$ cat src/hw/rtl/frame_silence_detector_top_macros.svh
// Assertion macros for the frame silence detector.
`ifndef FRAME_SILENCE_DETECTOR_TOP_MACROS_SVH
`define FRAME_SILENCE_DETECTOR_TOP_MACROS_SVH

`ifndef SYNTH
// Same-cycle implication, sampled on the block clock, off during reset.
`define FSD_ASSERT_IMPL(lbl, ante, cons) \
    lbl: assert property (@(posedge i_clk) disable iff (!i_rst_n) (ante) |-> (cons)) \
        else $error("assertion failed: same-cycle implication");
// Next-cycle implication, sampled on the block clock, off during reset.
`define FSD_ASSERT_NEXT(lbl, ante, cons) \
    lbl: assert property (@(posedge i_clk) disable iff (!i_rst_n) (ante) |=> (cons)) \
        else $error("assertion failed: next-cycle implication");
`else
`define FSD_ASSERT_IMPL(lbl, ante, cons)
`define FSD_ASSERT_NEXT(lbl, ante, cons)
`endif

`endif

$ cat src/hw/rtl/fsd_pkg.sv
// Shared constants, types and codes of the frame silence detector.
`default_nettype none
package fsd_pkg;

    localparam int PROB_BITS  = 16;
    localparam int SCORE_W    = PROB_BITS + 1;
    localparam int DIV_CNT_W  = $clog2(PROB_BITS + 2);
    localparam int OPND_W     = 32;
    localparam int ZCR_W      = 16;
    localparam int IDX_W      = 24;
    localparam int STEP_W     = 16;
    localparam int MAC_CNT_W  = $clog2(STEP_W + 1);
    localparam int POS_W      = 32;
    localparam int PROB_OUT_W = 16;
    localparam int CFG_DATA_W = 32;
    localparam int CFG_IDX_W  = 2;
    localparam int IN_DATA_W  = 80;
    localparam int OUT_DATA_W = 80;

    localparam logic [SCORE_W-1:0] ONE_Q  = SCORE_W'(1) << PROB_BITS;
    localparam logic [SCORE_W-1:0] HALF_Q = SCORE_W'(1) << (PROB_BITS - 1);

    localparam logic [OPND_W-1:0] ENERGY_THR_RST = 32'd1000;
    localparam logic [ZCR_W-1:0]  ZCR_THR_RST    = 16'd1000;
    localparam logic [STEP_W-1:0] FRAME_STEP_RST = 16'd160;
    localparam logic [STEP_W-1:0] FRAME_LEN_RST  = 16'd400;

    typedef enum logic [CFG_IDX_W-1:0] {
        CFG_ENERGY_THR,
        CFG_ZCR_THR,
        CFG_FRAME_STEP,
        CFG_FRAME_LEN
    } t_cfg_idx;

    typedef enum logic [2:0] {
        ST_IDLE,
        ST_ESTART,
        ST_EWAIT,
        ST_ZSTART,
        ST_ZWAIT,
        ST_SCORE,
        ST_POS,
        ST_OUT
    } t_state;

    typedef struct packed {
        logic busy;
        logic done;
    } t_div_stat;

endpackage
`default_nettype wire

$ cat src/hw/rtl/frame_silence_detector_top.sv
// Top level of the frame silence detector: control sequencer, scoring and output register.
//
//  channel   direction  handshake                 payload
//  s (frame) in         i_s_tvalid / o_s_tready   i_s_tdata, i_s_tlast
//  m (result) out       o_m_tvalid / i_m_tready   o_m_tdata, o_m_tuser
//  cfg       in         i_cfg_we                  i_cfg_idx, i_cfg_data
//
// One frame passes through the shared divider, which yields one quotient bit per cycle for
// the energy score, then the zcr score.
// The frame position is multiplied bit-serially alongside the energy division.
// A new frame is taken as soon as the sequencer is idle, even while a result waits in the
// output register; a stalled output holds the sequencer in its last step only.
// Reset is synchronous and active low; it restores the register defaults and the frame counter.
`default_nettype none
`include "frame_silence_detector_top_macros.svh"
module frame_silence_detector_top (
    input  wire logic                                i_clk,
    input  wire logic                                i_rst_n,
    // Frame in, from bit 0: energy[31:0], zcr[47:32], segment_start[79:48].
    input  wire logic                                i_s_tvalid,
    output logic                                     o_s_tready,
    input  wire logic [fsd_pkg::IN_DATA_W-1:0]       i_s_tdata,
    input  wire logic                                i_s_tlast,
    // Result out, from bit 0: silence_probability[15:0], frame_first_sample[47:16],
    // frame_last_sample[79:48].
    output logic                                     o_m_tvalid,
    input  wire logic                                i_m_tready,
    output logic      [fsd_pkg::OUT_DATA_W-1:0]      o_m_tdata,
    // Result flag, from bit 0: silent[0].
    output logic      [0:0]                          o_m_tuser,
    input  wire logic                                i_cfg_we,
    input  wire logic [fsd_pkg::CFG_IDX_W-1:0]       i_cfg_idx,
    input  wire logic [fsd_pkg::CFG_DATA_W-1:0]      i_cfg_data
);

    // Configuration registers.
    logic [fsd_pkg::OPND_W-1:0]     r_energy_thr;
    logic [fsd_pkg::ZCR_W-1:0]      r_zcr_thr;
    logic [fsd_pkg::STEP_W-1:0]     r_frame_step;
    logic [fsd_pkg::STEP_W-1:0]     r_frame_len;

    fsd_pkg::t_state                r_state;
    fsd_pkg::t_state                n_state;

    logic [fsd_pkg::IDX_W-1:0]      r_frame_index;
    logic [fsd_pkg::POS_W-1:0]      r_seg_base;
    logic                           r_last;
    logic [fsd_pkg::OPND_W-1:0]     r_energy;
    logic [fsd_pkg::ZCR_W-1:0]      r_zcr;
    logic                           r_e_below;
    logic                           r_z_below;
    logic                           r_e_dz;
    logic                           r_z_dz;
    logic [fsd_pkg::SCORE_W-1:0]    r_e_score;
    logic [fsd_pkg::SCORE_W-1:0]    r_z_score;
    logic [fsd_pkg::PROB_BITS-1:0]  r_prob;
    logic                           r_silent;
    logic [fsd_pkg::POS_W-1:0]      r_first;
    logic [fsd_pkg::POS_W-1:0]      r_len_m1;
    logic [fsd_pkg::POS_W-1:0]      r_lastsmp;

    logic                           r_out_valid;
    logic [fsd_pkg::OUT_DATA_W-1:0] r_out_data;
    logic                           r_out_silent;

    logic                           s_accept;
    logic                           div_start;
    logic                           mac_start;
    logic                           out_load;
    logic [fsd_pkg::OPND_W-1:0]     div_a;
    logic [fsd_pkg::OPND_W-1:0]     div_d;
    fsd_pkg::t_div_stat             div_stat;
    logic [fsd_pkg::SCORE_W-1:0]    div_q;
    logic                           mac_busy;
    logic [fsd_pkg::POS_W-1:0]      mac_product;
    logic [fsd_pkg::SCORE_W-1:0]    score_sel;
    logic [fsd_pkg::SCORE_W-1:0]    score_min;
    logic [fsd_pkg::SCORE_W-1:0]    prob_sum;
    logic [fsd_pkg::PROB_BITS-1:0]  prob_sat;
    logic [fsd_pkg::PROB_BITS+fsd_pkg::PROB_OUT_W-1:0] prob_ext;
    logic [fsd_pkg::OPND_W-1:0]     in_energy;
    logic [fsd_pkg::ZCR_W-1:0]      in_zcr;
    logic [fsd_pkg::POS_W-1:0]      in_seg_start;
    logic [fsd_pkg::OPND_W-1:0]     zcr_ext;
    logic [fsd_pkg::OPND_W-1:0]     zthr_ext;

    assign in_energy    = i_s_tdata[31:0];
    assign in_zcr       = i_s_tdata[47:32];
    assign in_seg_start = i_s_tdata[79:48];
    assign zcr_ext      = fsd_pkg::OPND_W'(r_zcr);
    assign zthr_ext     = fsd_pkg::OPND_W'(r_zcr_thr);

    assign o_s_tready = (r_state == fsd_pkg::ST_IDLE);
    assign s_accept   = i_s_tvalid && o_s_tready;

    always_ff @(posedge i_clk) begin
        if (!i_rst_n) begin
            r_energy_thr <= fsd_pkg::ENERGY_THR_RST;
            r_zcr_thr    <= fsd_pkg::ZCR_THR_RST;
            r_frame_step <= fsd_pkg::FRAME_STEP_RST;
            r_frame_len  <= fsd_pkg::FRAME_LEN_RST;
        end else if (i_cfg_we) begin
            case (fsd_pkg::t_cfg_idx'(i_cfg_idx))
                fsd_pkg::CFG_ENERGY_THR: r_energy_thr <= i_cfg_data;
                fsd_pkg::CFG_ZCR_THR:    r_zcr_thr    <= i_cfg_data[fsd_pkg::ZCR_W-1:0];
                fsd_pkg::CFG_FRAME_STEP: r_frame_step <= i_cfg_data[fsd_pkg::STEP_W-1:0];
                fsd_pkg::CFG_FRAME_LEN:  r_frame_len  <= i_cfg_data[fsd_pkg::STEP_W-1:0];
                default: begin
                end
            endcase
        end
    end

    // Sequencer.
    always_ff @(posedge i_clk) begin
        if (!i_rst_n) begin
            r_state <= fsd_pkg::ST_IDLE;
        end else begin
            r_state <= n_state;
        end
    end

    always_comb begin
        n_state   = r_state;
        div_start = 1'b0;
        mac_start = 1'b0;
        out_load  = 1'b0;
        div_a     = r_e_below ? r_energy : r_energy_thr;
        div_d     = r_e_below ? r_energy_thr : r_energy;
        case (r_state)
            fsd_pkg::ST_IDLE: begin
                if (s_accept) begin
                    n_state = fsd_pkg::ST_ESTART;
                end
            end
            fsd_pkg::ST_ESTART: begin
                div_start = 1'b1;
                mac_start = 1'b1;
                n_state   = fsd_pkg::ST_EWAIT;
            end
            fsd_pkg::ST_EWAIT: begin
                if (div_stat.done) begin
                    n_state = fsd_pkg::ST_ZSTART;
                end
            end
            fsd_pkg::ST_ZSTART: begin
                div_a     = r_z_below ? zcr_ext : zthr_ext;
                div_d     = r_z_below ? zthr_ext : zcr_ext;
                div_start = 1'b1;
                n_state   = fsd_pkg::ST_ZWAIT;
            end
            fsd_pkg::ST_ZWAIT: begin
                if (div_stat.done) begin
                    n_state = fsd_pkg::ST_SCORE;
                end
            end
            fsd_pkg::ST_SCORE: begin
                n_state = fsd_pkg::ST_POS;
            end
            fsd_pkg::ST_POS: begin
                n_state = fsd_pkg::ST_OUT;
            end
            fsd_pkg::ST_OUT: begin
                if (!r_out_valid || i_m_tready) begin
                    out_load = 1'b1;
                    n_state  = fsd_pkg::ST_IDLE;
                end
            end
            default: begin
                n_state = fsd_pkg::ST_IDLE;
            end
        endcase
    end

    fsd_div u_div (
        .i_clk   (i_clk),
        .i_rst_n (i_rst_n),
        .i_start (div_start),
        .i_a     (div_a),
        .i_d     (div_d),
        .o_stat  (div_stat),
        .o_q     (div_q)
    );

    fsd_mac u_mac (
        .i_clk     (i_clk),
        .i_rst_n   (i_rst_n),
        .i_start   (mac_start),
        .i_index   (r_frame_index),
        .i_step    (r_frame_step),
        .o_busy    (mac_busy),
        .o_product (mac_product)
    );

    // Below its threshold a feature scores ONE minus the quotient; otherwise the quotient,
    // except that zero over zero scores zero.
    always_comb begin
        if (r_state == fsd_pkg::ST_EWAIT) begin
            score_sel = r_e_below ? (fsd_pkg::ONE_Q - div_q) : (r_e_dz ? '0 : div_q);
        end else begin
            score_sel = r_z_below ? (fsd_pkg::ONE_Q - div_q) : (r_z_dz ? '0 : div_q);
        end
        score_min = (r_e_score < r_z_score) ? r_e_score : r_z_score;
        prob_sum  = (score_min >> 1) + ((r_e_below && r_z_below) ? fsd_pkg::HALF_Q : '0);
        prob_sat  = prob_sum[fsd_pkg::PROB_BITS] ? '1 : prob_sum[fsd_pkg::PROB_BITS-1:0];
        prob_ext  = {{fsd_pkg::PROB_OUT_W{1'b0}}, r_prob};
    end

    always_ff @(posedge i_clk) begin
        if (!i_rst_n) begin
            r_frame_index <= '0;
            r_seg_base    <= '0;
        end else begin
            if (s_accept && (r_frame_index == '0)) begin
                r_seg_base <= in_seg_start;
            end
            if (r_state == fsd_pkg::ST_POS) begin
                r_frame_index <= r_last ? '0 : r_frame_index + fsd_pkg::IDX_W'(1);
            end
        end
    end

    always_ff @(posedge i_clk) begin
        if (s_accept) begin
            r_energy  <= in_energy;
            r_zcr     <= in_zcr;
            r_last    <= i_s_tlast;
            r_e_below <= in_energy < r_energy_thr;
            r_z_below <= in_zcr < r_zcr_thr;
            r_e_dz    <= (in_energy == '0) && (r_energy_thr == '0);
            r_z_dz    <= (in_zcr == '0) && (r_zcr_thr == '0);
        end
        if (div_stat.done && (r_state == fsd_pkg::ST_EWAIT)) begin
            r_e_score <= score_sel;
        end
        if (div_stat.done && (r_state == fsd_pkg::ST_ZWAIT)) begin
            r_z_score <= score_sel;
        end
        if (r_state == fsd_pkg::ST_SCORE) begin
            r_prob   <= prob_sat;
            r_silent <= r_e_below && r_z_below;
            r_first  <= r_seg_base + mac_product;
            r_len_m1 <= fsd_pkg::POS_W'(r_frame_len) - fsd_pkg::POS_W'(1);
        end
        if (r_state == fsd_pkg::ST_POS) begin
            r_lastsmp <= r_first + r_len_m1;
        end
        if (out_load) begin
            r_out_data   <= {r_lastsmp, r_first, prob_ext[fsd_pkg::PROB_OUT_W-1:0]};
            r_out_silent <= r_silent;
        end
    end

    always_ff @(posedge i_clk) begin
        if (!i_rst_n) begin
            r_out_valid <= 1'b0;
        end else if (out_load) begin
            r_out_valid <= 1'b1;
        end else if (i_m_tready) begin
            r_out_valid <= 1'b0;
        end
    end

    assign o_m_tvalid = r_out_valid;
    assign o_m_tdata  = r_out_data;
    assign o_m_tuser  = r_out_silent;

    `FSD_ASSERT_NEXT(a_accept_starts_div, s_accept, r_state == fsd_pkg::ST_ESTART)
    `FSD_ASSERT_IMPL(a_done_in_wait, div_stat.done, r_state == fsd_pkg::ST_EWAIT || r_state == fsd_pkg::ST_ZWAIT)
    `FSD_ASSERT_IMPL(a_mac_idle_at_score, r_state == fsd_pkg::ST_SCORE, !mac_busy && !div_stat.busy)
    `FSD_ASSERT_NEXT(a_load_sets_valid, out_load, o_m_tvalid)

endmodule
`default_nettype wire

$ cat src/hw/rtl/fsd_div.sv
// Restoring divider producing one quotient bit per cycle: floor(a * 2^PROB_BITS / d), a <= d.
`default_nettype none
module fsd_div (
    input  wire logic                              i_clk,
    input  wire logic                              i_rst_n,
    input  wire logic                              i_start,
    input  wire logic [fsd_pkg::OPND_W-1:0]        i_a,
    input  wire logic [fsd_pkg::OPND_W-1:0]        i_d,
    output fsd_pkg::t_div_stat                     o_stat,
    output logic      [fsd_pkg::SCORE_W-1:0]       o_q
);

    logic [fsd_pkg::OPND_W:0]          r_rem;
    logic [fsd_pkg::OPND_W-1:0]        r_div;
    logic [fsd_pkg::SCORE_W-1:0]       r_q;
    logic [fsd_pkg::DIV_CNT_W-1:0]     r_cnt;
    logic                              r_busy;
    logic                              r_done;
    logic [fsd_pkg::OPND_W+1:0]        diff;
    logic                              ge;
    logic [fsd_pkg::OPND_W:0]          rsel;

    // The remainder never exceeds the divisor, so its doubled value fits.
    always_comb begin
        diff = {1'b0, r_rem} - {2'b00, r_div};
        ge   = ~diff[fsd_pkg::OPND_W+1];
        rsel = ge ? diff[fsd_pkg::OPND_W:0] : r_rem;
    end

    always_ff @(posedge i_clk) begin
        if (!i_rst_n) begin
            r_busy <= 1'b0;
            r_done <= 1'b0;
            r_cnt  <= '0;
        end else begin
            r_done <= 1'b0;
            if (i_start) begin
                r_busy <= 1'b1;
                r_cnt  <= fsd_pkg::DIV_CNT_W'(fsd_pkg::SCORE_W);
            end else if (r_busy) begin
                r_cnt <= r_cnt - fsd_pkg::DIV_CNT_W'(1);
                if (r_cnt == fsd_pkg::DIV_CNT_W'(1)) begin
                    r_busy <= 1'b0;
                    r_done <= 1'b1;
                end
            end
        end
    end

    always_ff @(posedge i_clk) begin
        if (i_start) begin
            r_rem <= {1'b0, i_a};
            r_div <= i_d;
            r_q   <= '0;
        end else if (r_busy) begin
            r_rem <= {rsel[fsd_pkg::OPND_W-1:0], 1'b0};
            r_q   <= {r_q[fsd_pkg::SCORE_W-2:0], ge};
        end
    end

    assign o_stat.busy = r_busy;
    assign o_stat.done = r_done;
    assign o_q         = r_q;

endmodule
`default_nettype wire

$ cat src/hw/rtl/fsd_mac.sv
// Bit-serial multiplier for frame_index * frame_step, step bits taken MSB first, modulo 2^32.
`default_nettype none
module fsd_mac (
    input  wire logic                          i_clk,
    input  wire logic                          i_rst_n,
    input  wire logic                          i_start,
    input  wire logic [fsd_pkg::IDX_W-1:0]     i_index,
    input  wire logic [fsd_pkg::STEP_W-1:0]    i_step,
    output logic                               o_busy,
    output logic      [fsd_pkg::POS_W-1:0]     o_product
);

    logic [fsd_pkg::STEP_W-1:0]     r_step_sr;
    logic [fsd_pkg::IDX_W-1:0]      r_index;
    logic [fsd_pkg::POS_W-1:0]      r_acc;
    logic [fsd_pkg::MAC_CNT_W-1:0]  r_cnt;
    logic                           r_busy;
    logic [fsd_pkg::POS_W-1:0]      addend;

    assign addend = r_step_sr[fsd_pkg::STEP_W-1] ? fsd_pkg::POS_W'(r_index) : '0;

    always_ff @(posedge i_clk) begin
        if (!i_rst_n) begin
            r_busy <= 1'b0;
            r_cnt  <= '0;
        end else if (i_start) begin
            r_busy <= 1'b1;
            r_cnt  <= fsd_pkg::MAC_CNT_W'(fsd_pkg::STEP_W);
        end else if (r_busy) begin
            r_cnt <= r_cnt - fsd_pkg::MAC_CNT_W'(1);
            if (r_cnt == fsd_pkg::MAC_CNT_W'(1)) begin
                r_busy <= 1'b0;
            end
        end
    end

    always_ff @(posedge i_clk) begin
        if (i_start) begin
            r_step_sr <= i_step;
            r_index   <= i_index;
            r_acc     <= '0;
        end else if (r_busy) begin
            r_step_sr <= {r_step_sr[fsd_pkg::STEP_W-2:0], 1'b0};
            r_acc     <= {r_acc[fsd_pkg::POS_W-2:0], 1'b0} + addend;
        end
    end

    assign o_busy    = r_busy;
    assign o_product = r_acc;

endmodule
`default_nettype wire

$ cat config.mk
export PLATFORM = sky130hd
export DESIGN_NAME = frame_silence_detector_top
export DESIGN_NICKNAME = d
export VERILOG_FILES = /design/src/hw/rtl/fsd_pkg.sv /design/src/hw/rtl/frame_silence_detector_top.sv /design/src/hw/rtl/fsd_div.sv /design/src/hw/rtl/fsd_mac.sv
export VERILOG_INCLUDE_DIRS = /design/src /design/src/hw/rtl
export SDC_FILE = /design/constraint.sdc
export NUM_CORES = 1
export LEC_CHECK = 0
export ABC_AREA = 1
export BUFFER_PORTS_ARGS = -buffer_cell sky130_fd_sc_hd__buf_2
export CAP_MARGIN = 20
export CORE_AREA = 2 2 241 243
export DETAILED_ROUTE_END_ITERATION = 16
export DIE_AREA = 0 0 243 245
export MAX_ROUTING_LAYER = met4
export PLACE_DENSITY_LB_ADDON = 0.1
export SLEW_MARGIN = 20
export SYNTH_ARGS = -nofsm -noshare
export SYNTH_HDL_FRONTEND = slang
export SYNTH_HIERARCHICAL = 1
export SYNTH_SLANG_ARGS = --single-unit
$ cat constraint.sdc
create_clock -name i_clk -period 5.2 [get_ports i_clk]
set_input_delay 0.52 -clock i_clk [delete_from_list [all_inputs] [get_ports i_clk]]
set_output_delay 0.52 -clock i_clk [all_outputs]
set_load 0.1 [all_outputs]
-- Word level (Yosys, flattened, before mapping)
Cells that the tools add are included.
- register bits: 588
- bits in latches: 0
- memory bits (writable): 0
- ROM bits: 0
- input bits: 120
- output and inout bits: 83
- word-level logic and storage cells: 140
- memories: 0
- add/sub/neg operators: 10
- multipliers: 0
- divide/modulo/power cells: 0
- magnitude comparators: 3
- equality and inequality tests: 16
- shift-type cells: 0
- muxes and demuxes: 42
- bitwise logic cells: 3
- reduce and logical (&&, ||, !) cells: 28
- operators with widths (kind ; number):
    $mux W32 ; 7
    $mux W17 ; 6
    $add A32 B32 Y32 ; 3
    $mux W16 ; 5
    $logic_not A32 Y1 ; 2
    $mux W24 ; 2
    $sub A33 B32 Y34 ; 1
    $logic_not A16 Y1 ; 2
    $lt A32 B32 Y1 ; 1
    $add A24 B1 Y24 const B ; 1
    $logic_not A24 Y1 ; 1
    $pmux W3 S8 ; 1
    $mux W5 ; 4
    $add A16 B16 Y17 ; 1
    $lt A17 B17 Y1 ; 1
    $sub A16 B1 Y17 const B ; 1
    $sub A17 B17 Y17 const A ; 1
    $lt A16 B16 Y1 ; 1
    $mux W1 ; 13
    $eq A3 B3 Y1 const B ; 4
    $mux W3 ; 4
    $eq A5 B1 Y1 const B ; 2
    $sub A5 B1 Y5 const B ; 2
    $reduce_and A2 Y1 ; 4
    other kinds (16) ; 32

-- Depth between registers and ports, before layout
- depth in word-level cells: 5
- depth in mapped cells: 17
- mapped depth without buffers: 16

-- By module
The synthesis kept the hierarchy.
- by module, submodules not included (module ; instances ; cells an instance ; area an instance (um^2) ; sequential area each (um^2)):
    frame_silence_detector_top ; 1 ; 2775 ; 22402.7 ; 10790.3
    fsd_div ; 1 ; 904 ; 6424.9 ; 2422.3
    fsd_mac ; 1 ; 732 ; 4993.5 ; 1961.9

-- Worst setup path after synthesis
Ideal clock, no wire load.
- kind: reg2reg
- from: register r_out_valid (netlist: o_m_tvalid)
- to: register r_out_data (netlist bit o_m_tdata[0]) (enable)
- library setup time: 0.523 ns
- arrival time: 4.240 ns
- data required time: 4.677 ns
- setup slack: 0.438 ns
- cell stages (with the launch flop): 4
- path buffers: 0
- clock period less this slack: 4.762 ns
- cell sequence: dfxtp_1 -> inv_1 -> nor2_1 -> nor2_1
- word-level cells in the longest chain between the ends: 4
- ends and longest elaborated chain (item ; RTL line ; source):
    start: declaration ; frame_silence_detector_top.sv:62 ; logic r_out_valid;
    start signal: assignment ; frame_silence_detector_top.sv:256 ; r_out_valid <= 1'b0;
    start signal: assignment ; frame_silence_detector_top.sv:258 ; r_out_valid <= 1'b1;
    start signal: assignment ; frame_silence_detector_top.sv:260 ; r_out_valid <= 1'b0;
    $logic_not A1 Y1 ; frame_silence_detector_top.sv:164 ; if (!r_out_valid || i_m_tready) begin
    $logic_or A1 B1 Y1 ; frame_silence_detector_top.sv:164 ;
    $mux W1 ; frame_silence_detector_top.sv:164 ;
    $mux W1 ; frame_silence_detector_top.sv:130 ; case (r_state)
    named net out_load ; frame_silence_detector_top.sv:69 ; logic out_load;
    end signal: assignment ; frame_silence_detector_top.sv:249 ; r_out_data <= {r_lastsmp, r_first, prob_ext[fsd_pkg::PROB_OUT_W-1:0]};
    end: declaration ; frame_silence_detector_top.sv:63 ; logic [fsd_pkg::OUT_DATA_W-1:0] r_out_data;
The timed path passes the listed nets, and every way through them passes these cells.
A chain may end at the register's enable or synchronous reset.

-- Worst setup path in the final report
- from: register r_e_score[16] (netlist bit)
- to: register r_prob[3] (netlist bit) (data pin)
- word-level cells in the longest chain between the ends: 3
- ends and longest elaborated chain (item ; RTL line ; source):
    start: declaration ; frame_silence_detector_top.sv:54 ; logic [fsd_pkg::SCORE_W-1:0] r_e_score;
    start signal: assignment ; frame_silence_detector_top.sv:234 ; r_e_score <= score_sel;
    $lt A17 B17 Y1 ; frame_silence_detector_top.sv:203 ; score_min = (r_e_score < r_z_score) ? r_e_score : r_z_score;
    $mux W17 (*) ; frame_silence_detector_top.sv:203 ;
    $add A16 B16 Y17 (*) ; frame_silence_detector_top.sv:204 ; prob_sum = (score_min >> 1) + ((r_e_below && r_z_below) ? fsd_pkg::HALF_Q : '0);
    named net prob_sum (one bit) ; frame_silence_detector_top.sv:78 ; logic [fsd_pkg::SCORE_W-1:0] prob_sum;
    end signal: assignment ; frame_silence_detector_top.sv:240 ; r_prob <= prob_sat;
    end: declaration ; frame_silence_detector_top.sv:56 ; logic [fsd_pkg::PROB_BITS-1:0] r_prob;
The timed path passes the listed nets; every way through them passes the cells marked *.

==> results_dict.tcl <==
set metrics [dict create \
    io_buffers 202 \
    fp.dieW_um 243 \
    irDropWorstVdd_mv 0.354 \
    fin_skew_ns 0.0213 \
    crit_type "flip-flop to flip-flop" \
    r2r-end "r_prob[3]" \
    highest_layer "met4" \
    crit_required_ns 5.55 \
    start_util_pct 59.3 \
    min_path_cells 1 \
    dp_hpwl_mm 65.8 \
    die_y_um 245 \
    h-tree-depth 2 \
    r2r_slack_ns 1.80 \
    clock-sinks 573 \
    grt_use_total_pct 29.4 \
    dp_slack_ns 1.84 \
    setup_viol 0 \
    period_needed_ns 3.40 \
    drive_above_1_share_pct 8.61 \
    syn_inst 4410 \
    finalHoldViolCount 0 \
    drc_errors 0 \
    wirelength_mm 85.5 \
    ioPinCount 203 \
    p_leak_nw 18.0 \
    path_max_fanout 17 \
    drt-met1-wl_mm 39.5 \
    drtPass1Iterations 6 \
    worstPathArrival_ns 3.75 \
    ctsLongestPathBuffers 3 \
    mostFrequentLayoutCells "nand2_1 (1352), inv_1 (713), nor2_1 (371)" \
    met2WireLength_mm 37.3 \
    met3_length_mm 6.42 \
    drtIter0Drc 2396 \
    final_common_cell "nand2_1" \
    die_area_mm2 0.0595 \
    postCtsSetupBuffers 0 \
    layout.nets 4900 \
    outcome "completed" \
    coreArea_mm2 0.0570 \
    slew_headroom_pct 32.3 \
    gp_congestion 0.958 \
    utilization_pct 65.3 \
    rr_worst_depth 10 \
    timing.rr.start "r_e_score[16]" \
    post_cts_resized 0 \
    crit_start "r_e_score[16]" \
    syn-mean-instance-area_um2 7.67 \
    synth.cell_area_mm2 0.0338 \
    wl_per_cell_um 15.8 \
    fmax_mhz 294 \
    ys_warn_count 6 \
    area_growth_pct 10.2 \
    cts_buffers 57 \
    fin_crit_sh_pct 65.3 \
    p_per_area_mw_per_mm2 506 \
    holdPathEnd "r_last" \
    vias 28500 \
    slew_violations 0 \
    multi_input_area_mm2 0.0154 \
    start_kind "flip-flop" \
    ant_nets 0 \
    cp-end-kind "flip-flop" \
    viasPerCell 5.27 \
    rows 88 \
    path_clk_slew_ns 0.06 \
    ff_latch_area_mm2 0.0152 \
    grt_start_max_net_pins 83 \
    ctsHoldBuffers 0 \
    rsz0062_at_grt "no" \
    grt_pass1_wl_mm 136 \
    grt-ovfl-total 0 \
    cts_tree "yes" \
    min_from "i_s_tlast" \
    antenna_found_initial 3 \
    cts-root-buf "clkbuf_16" \
    fin_ws_ns 1.80 \
    insertion_delay_ns 0.63 \
    tns_ns 0 \
    worst_pin_slew_ns 1.01 \
    fillCellCount 5091 \
    min-delay-path-class "input port to flip-flop" \
    drv_cap 0 \
    grt_pass1_vias 26000 \
    postSynthNetCount 4722 \
]
==> final cells by class <==
cell class / instances / area share (%)
antenna: 7 / 0.0470
clock buffer: 81 / 4.31
clock inverter: 24 / 0.474
inverter: 723 / 7.28
multi-input combinational: 3009 / 41.4
sequential: 573 / 40.7
tap: 765 / 2.57
timing repair buffer: 224 / 3.16
==> sequential cells by signal, summed over array words and instances (netlist names), 16 cells and up <==
name / flops
o_m_tdata: 80
u_div/r_rem: 33
r_energy: 32
r_energy_thr: 32
r_first: 32
r_lastsmp: 32
r_seg_base: 32
u_div/r_div: 32
u_mac/o_product: 32
r_frame_index: 24
u_mac/r_index: 24
r_e_score: 17
r_len_m1: 17
r_z_score: 17
u_div/o_q: 17
r_frame_len: 16
r_frame_step: 16
r_prob: 16
r_zcr: 16
r_zcr_thr: 16
u_mac/r_step_sr: 16
==> worst max-delay path by stage <==
| stage | slack [ns] | end | cells past startpoint |
|---|---|---|---|
| CTS | 1.82 | r_prob[3] | 10 |
| finish | 1.80 | r_prob[3] | 10 |
| global route | 1.57 | r_prob[3] | 15 |
| detailed placement | 1.84 | r_prob[3] | 10 |
| global placement | 1.92 | r_prob[3] | 12 |
| floorplan | 0.44 | o_m_tdata[0] | 3 |
==> layer usage <==
metal / track usage, % / vias up
met1: 41.0 / 12800
met4: 8.48 / 0
met5: - / -
met2: 45.3 / 898
li1: - / 14600
met3: 3.44 / 126
==> critical path, stage by stage, from the launching register on <==
cell	delay (ns)
edfxtp_1	0.40
ha_1	0.35
a21oi_1	0.14
o21ai_0	0.11
nor2_2	0.59
nand2_1	0.57
nand2_1	0.17
nand2_1	0.07
ha_1	0.18
inv_1	0.37
nand3_1	0.16
==> power breakdown <==
part / leakage [nW] / switching [mW] / internal [mW]
sequential: 5.09 / 0.519 / 6.08
combinational: 12.0 / 5.61 / 2.69
clock: 0.881 / 1.74 / 2.20
total: 18.0 / 7.87 / 11.0
==> through the flow <==
step | total power, mW | hold WS, ns | instance area [µm²] | instances
after global placement | 14.7 | 0.401 | 35500 | 5294
after floorplan | 12.8 | 0.400 | 33800 | 4410
after global routing | 20.3 | 0.0566 | 37200 | 5402
after detailed placement | 14.8 | 0.405 | 35500 | 5294
final | 18.8 | 0.0795 | 37300 | 5406
after CTS | 18.8 | 0.0489 | 37200 | 5399
Note: power is estimated with default switching activity, not from simulation.
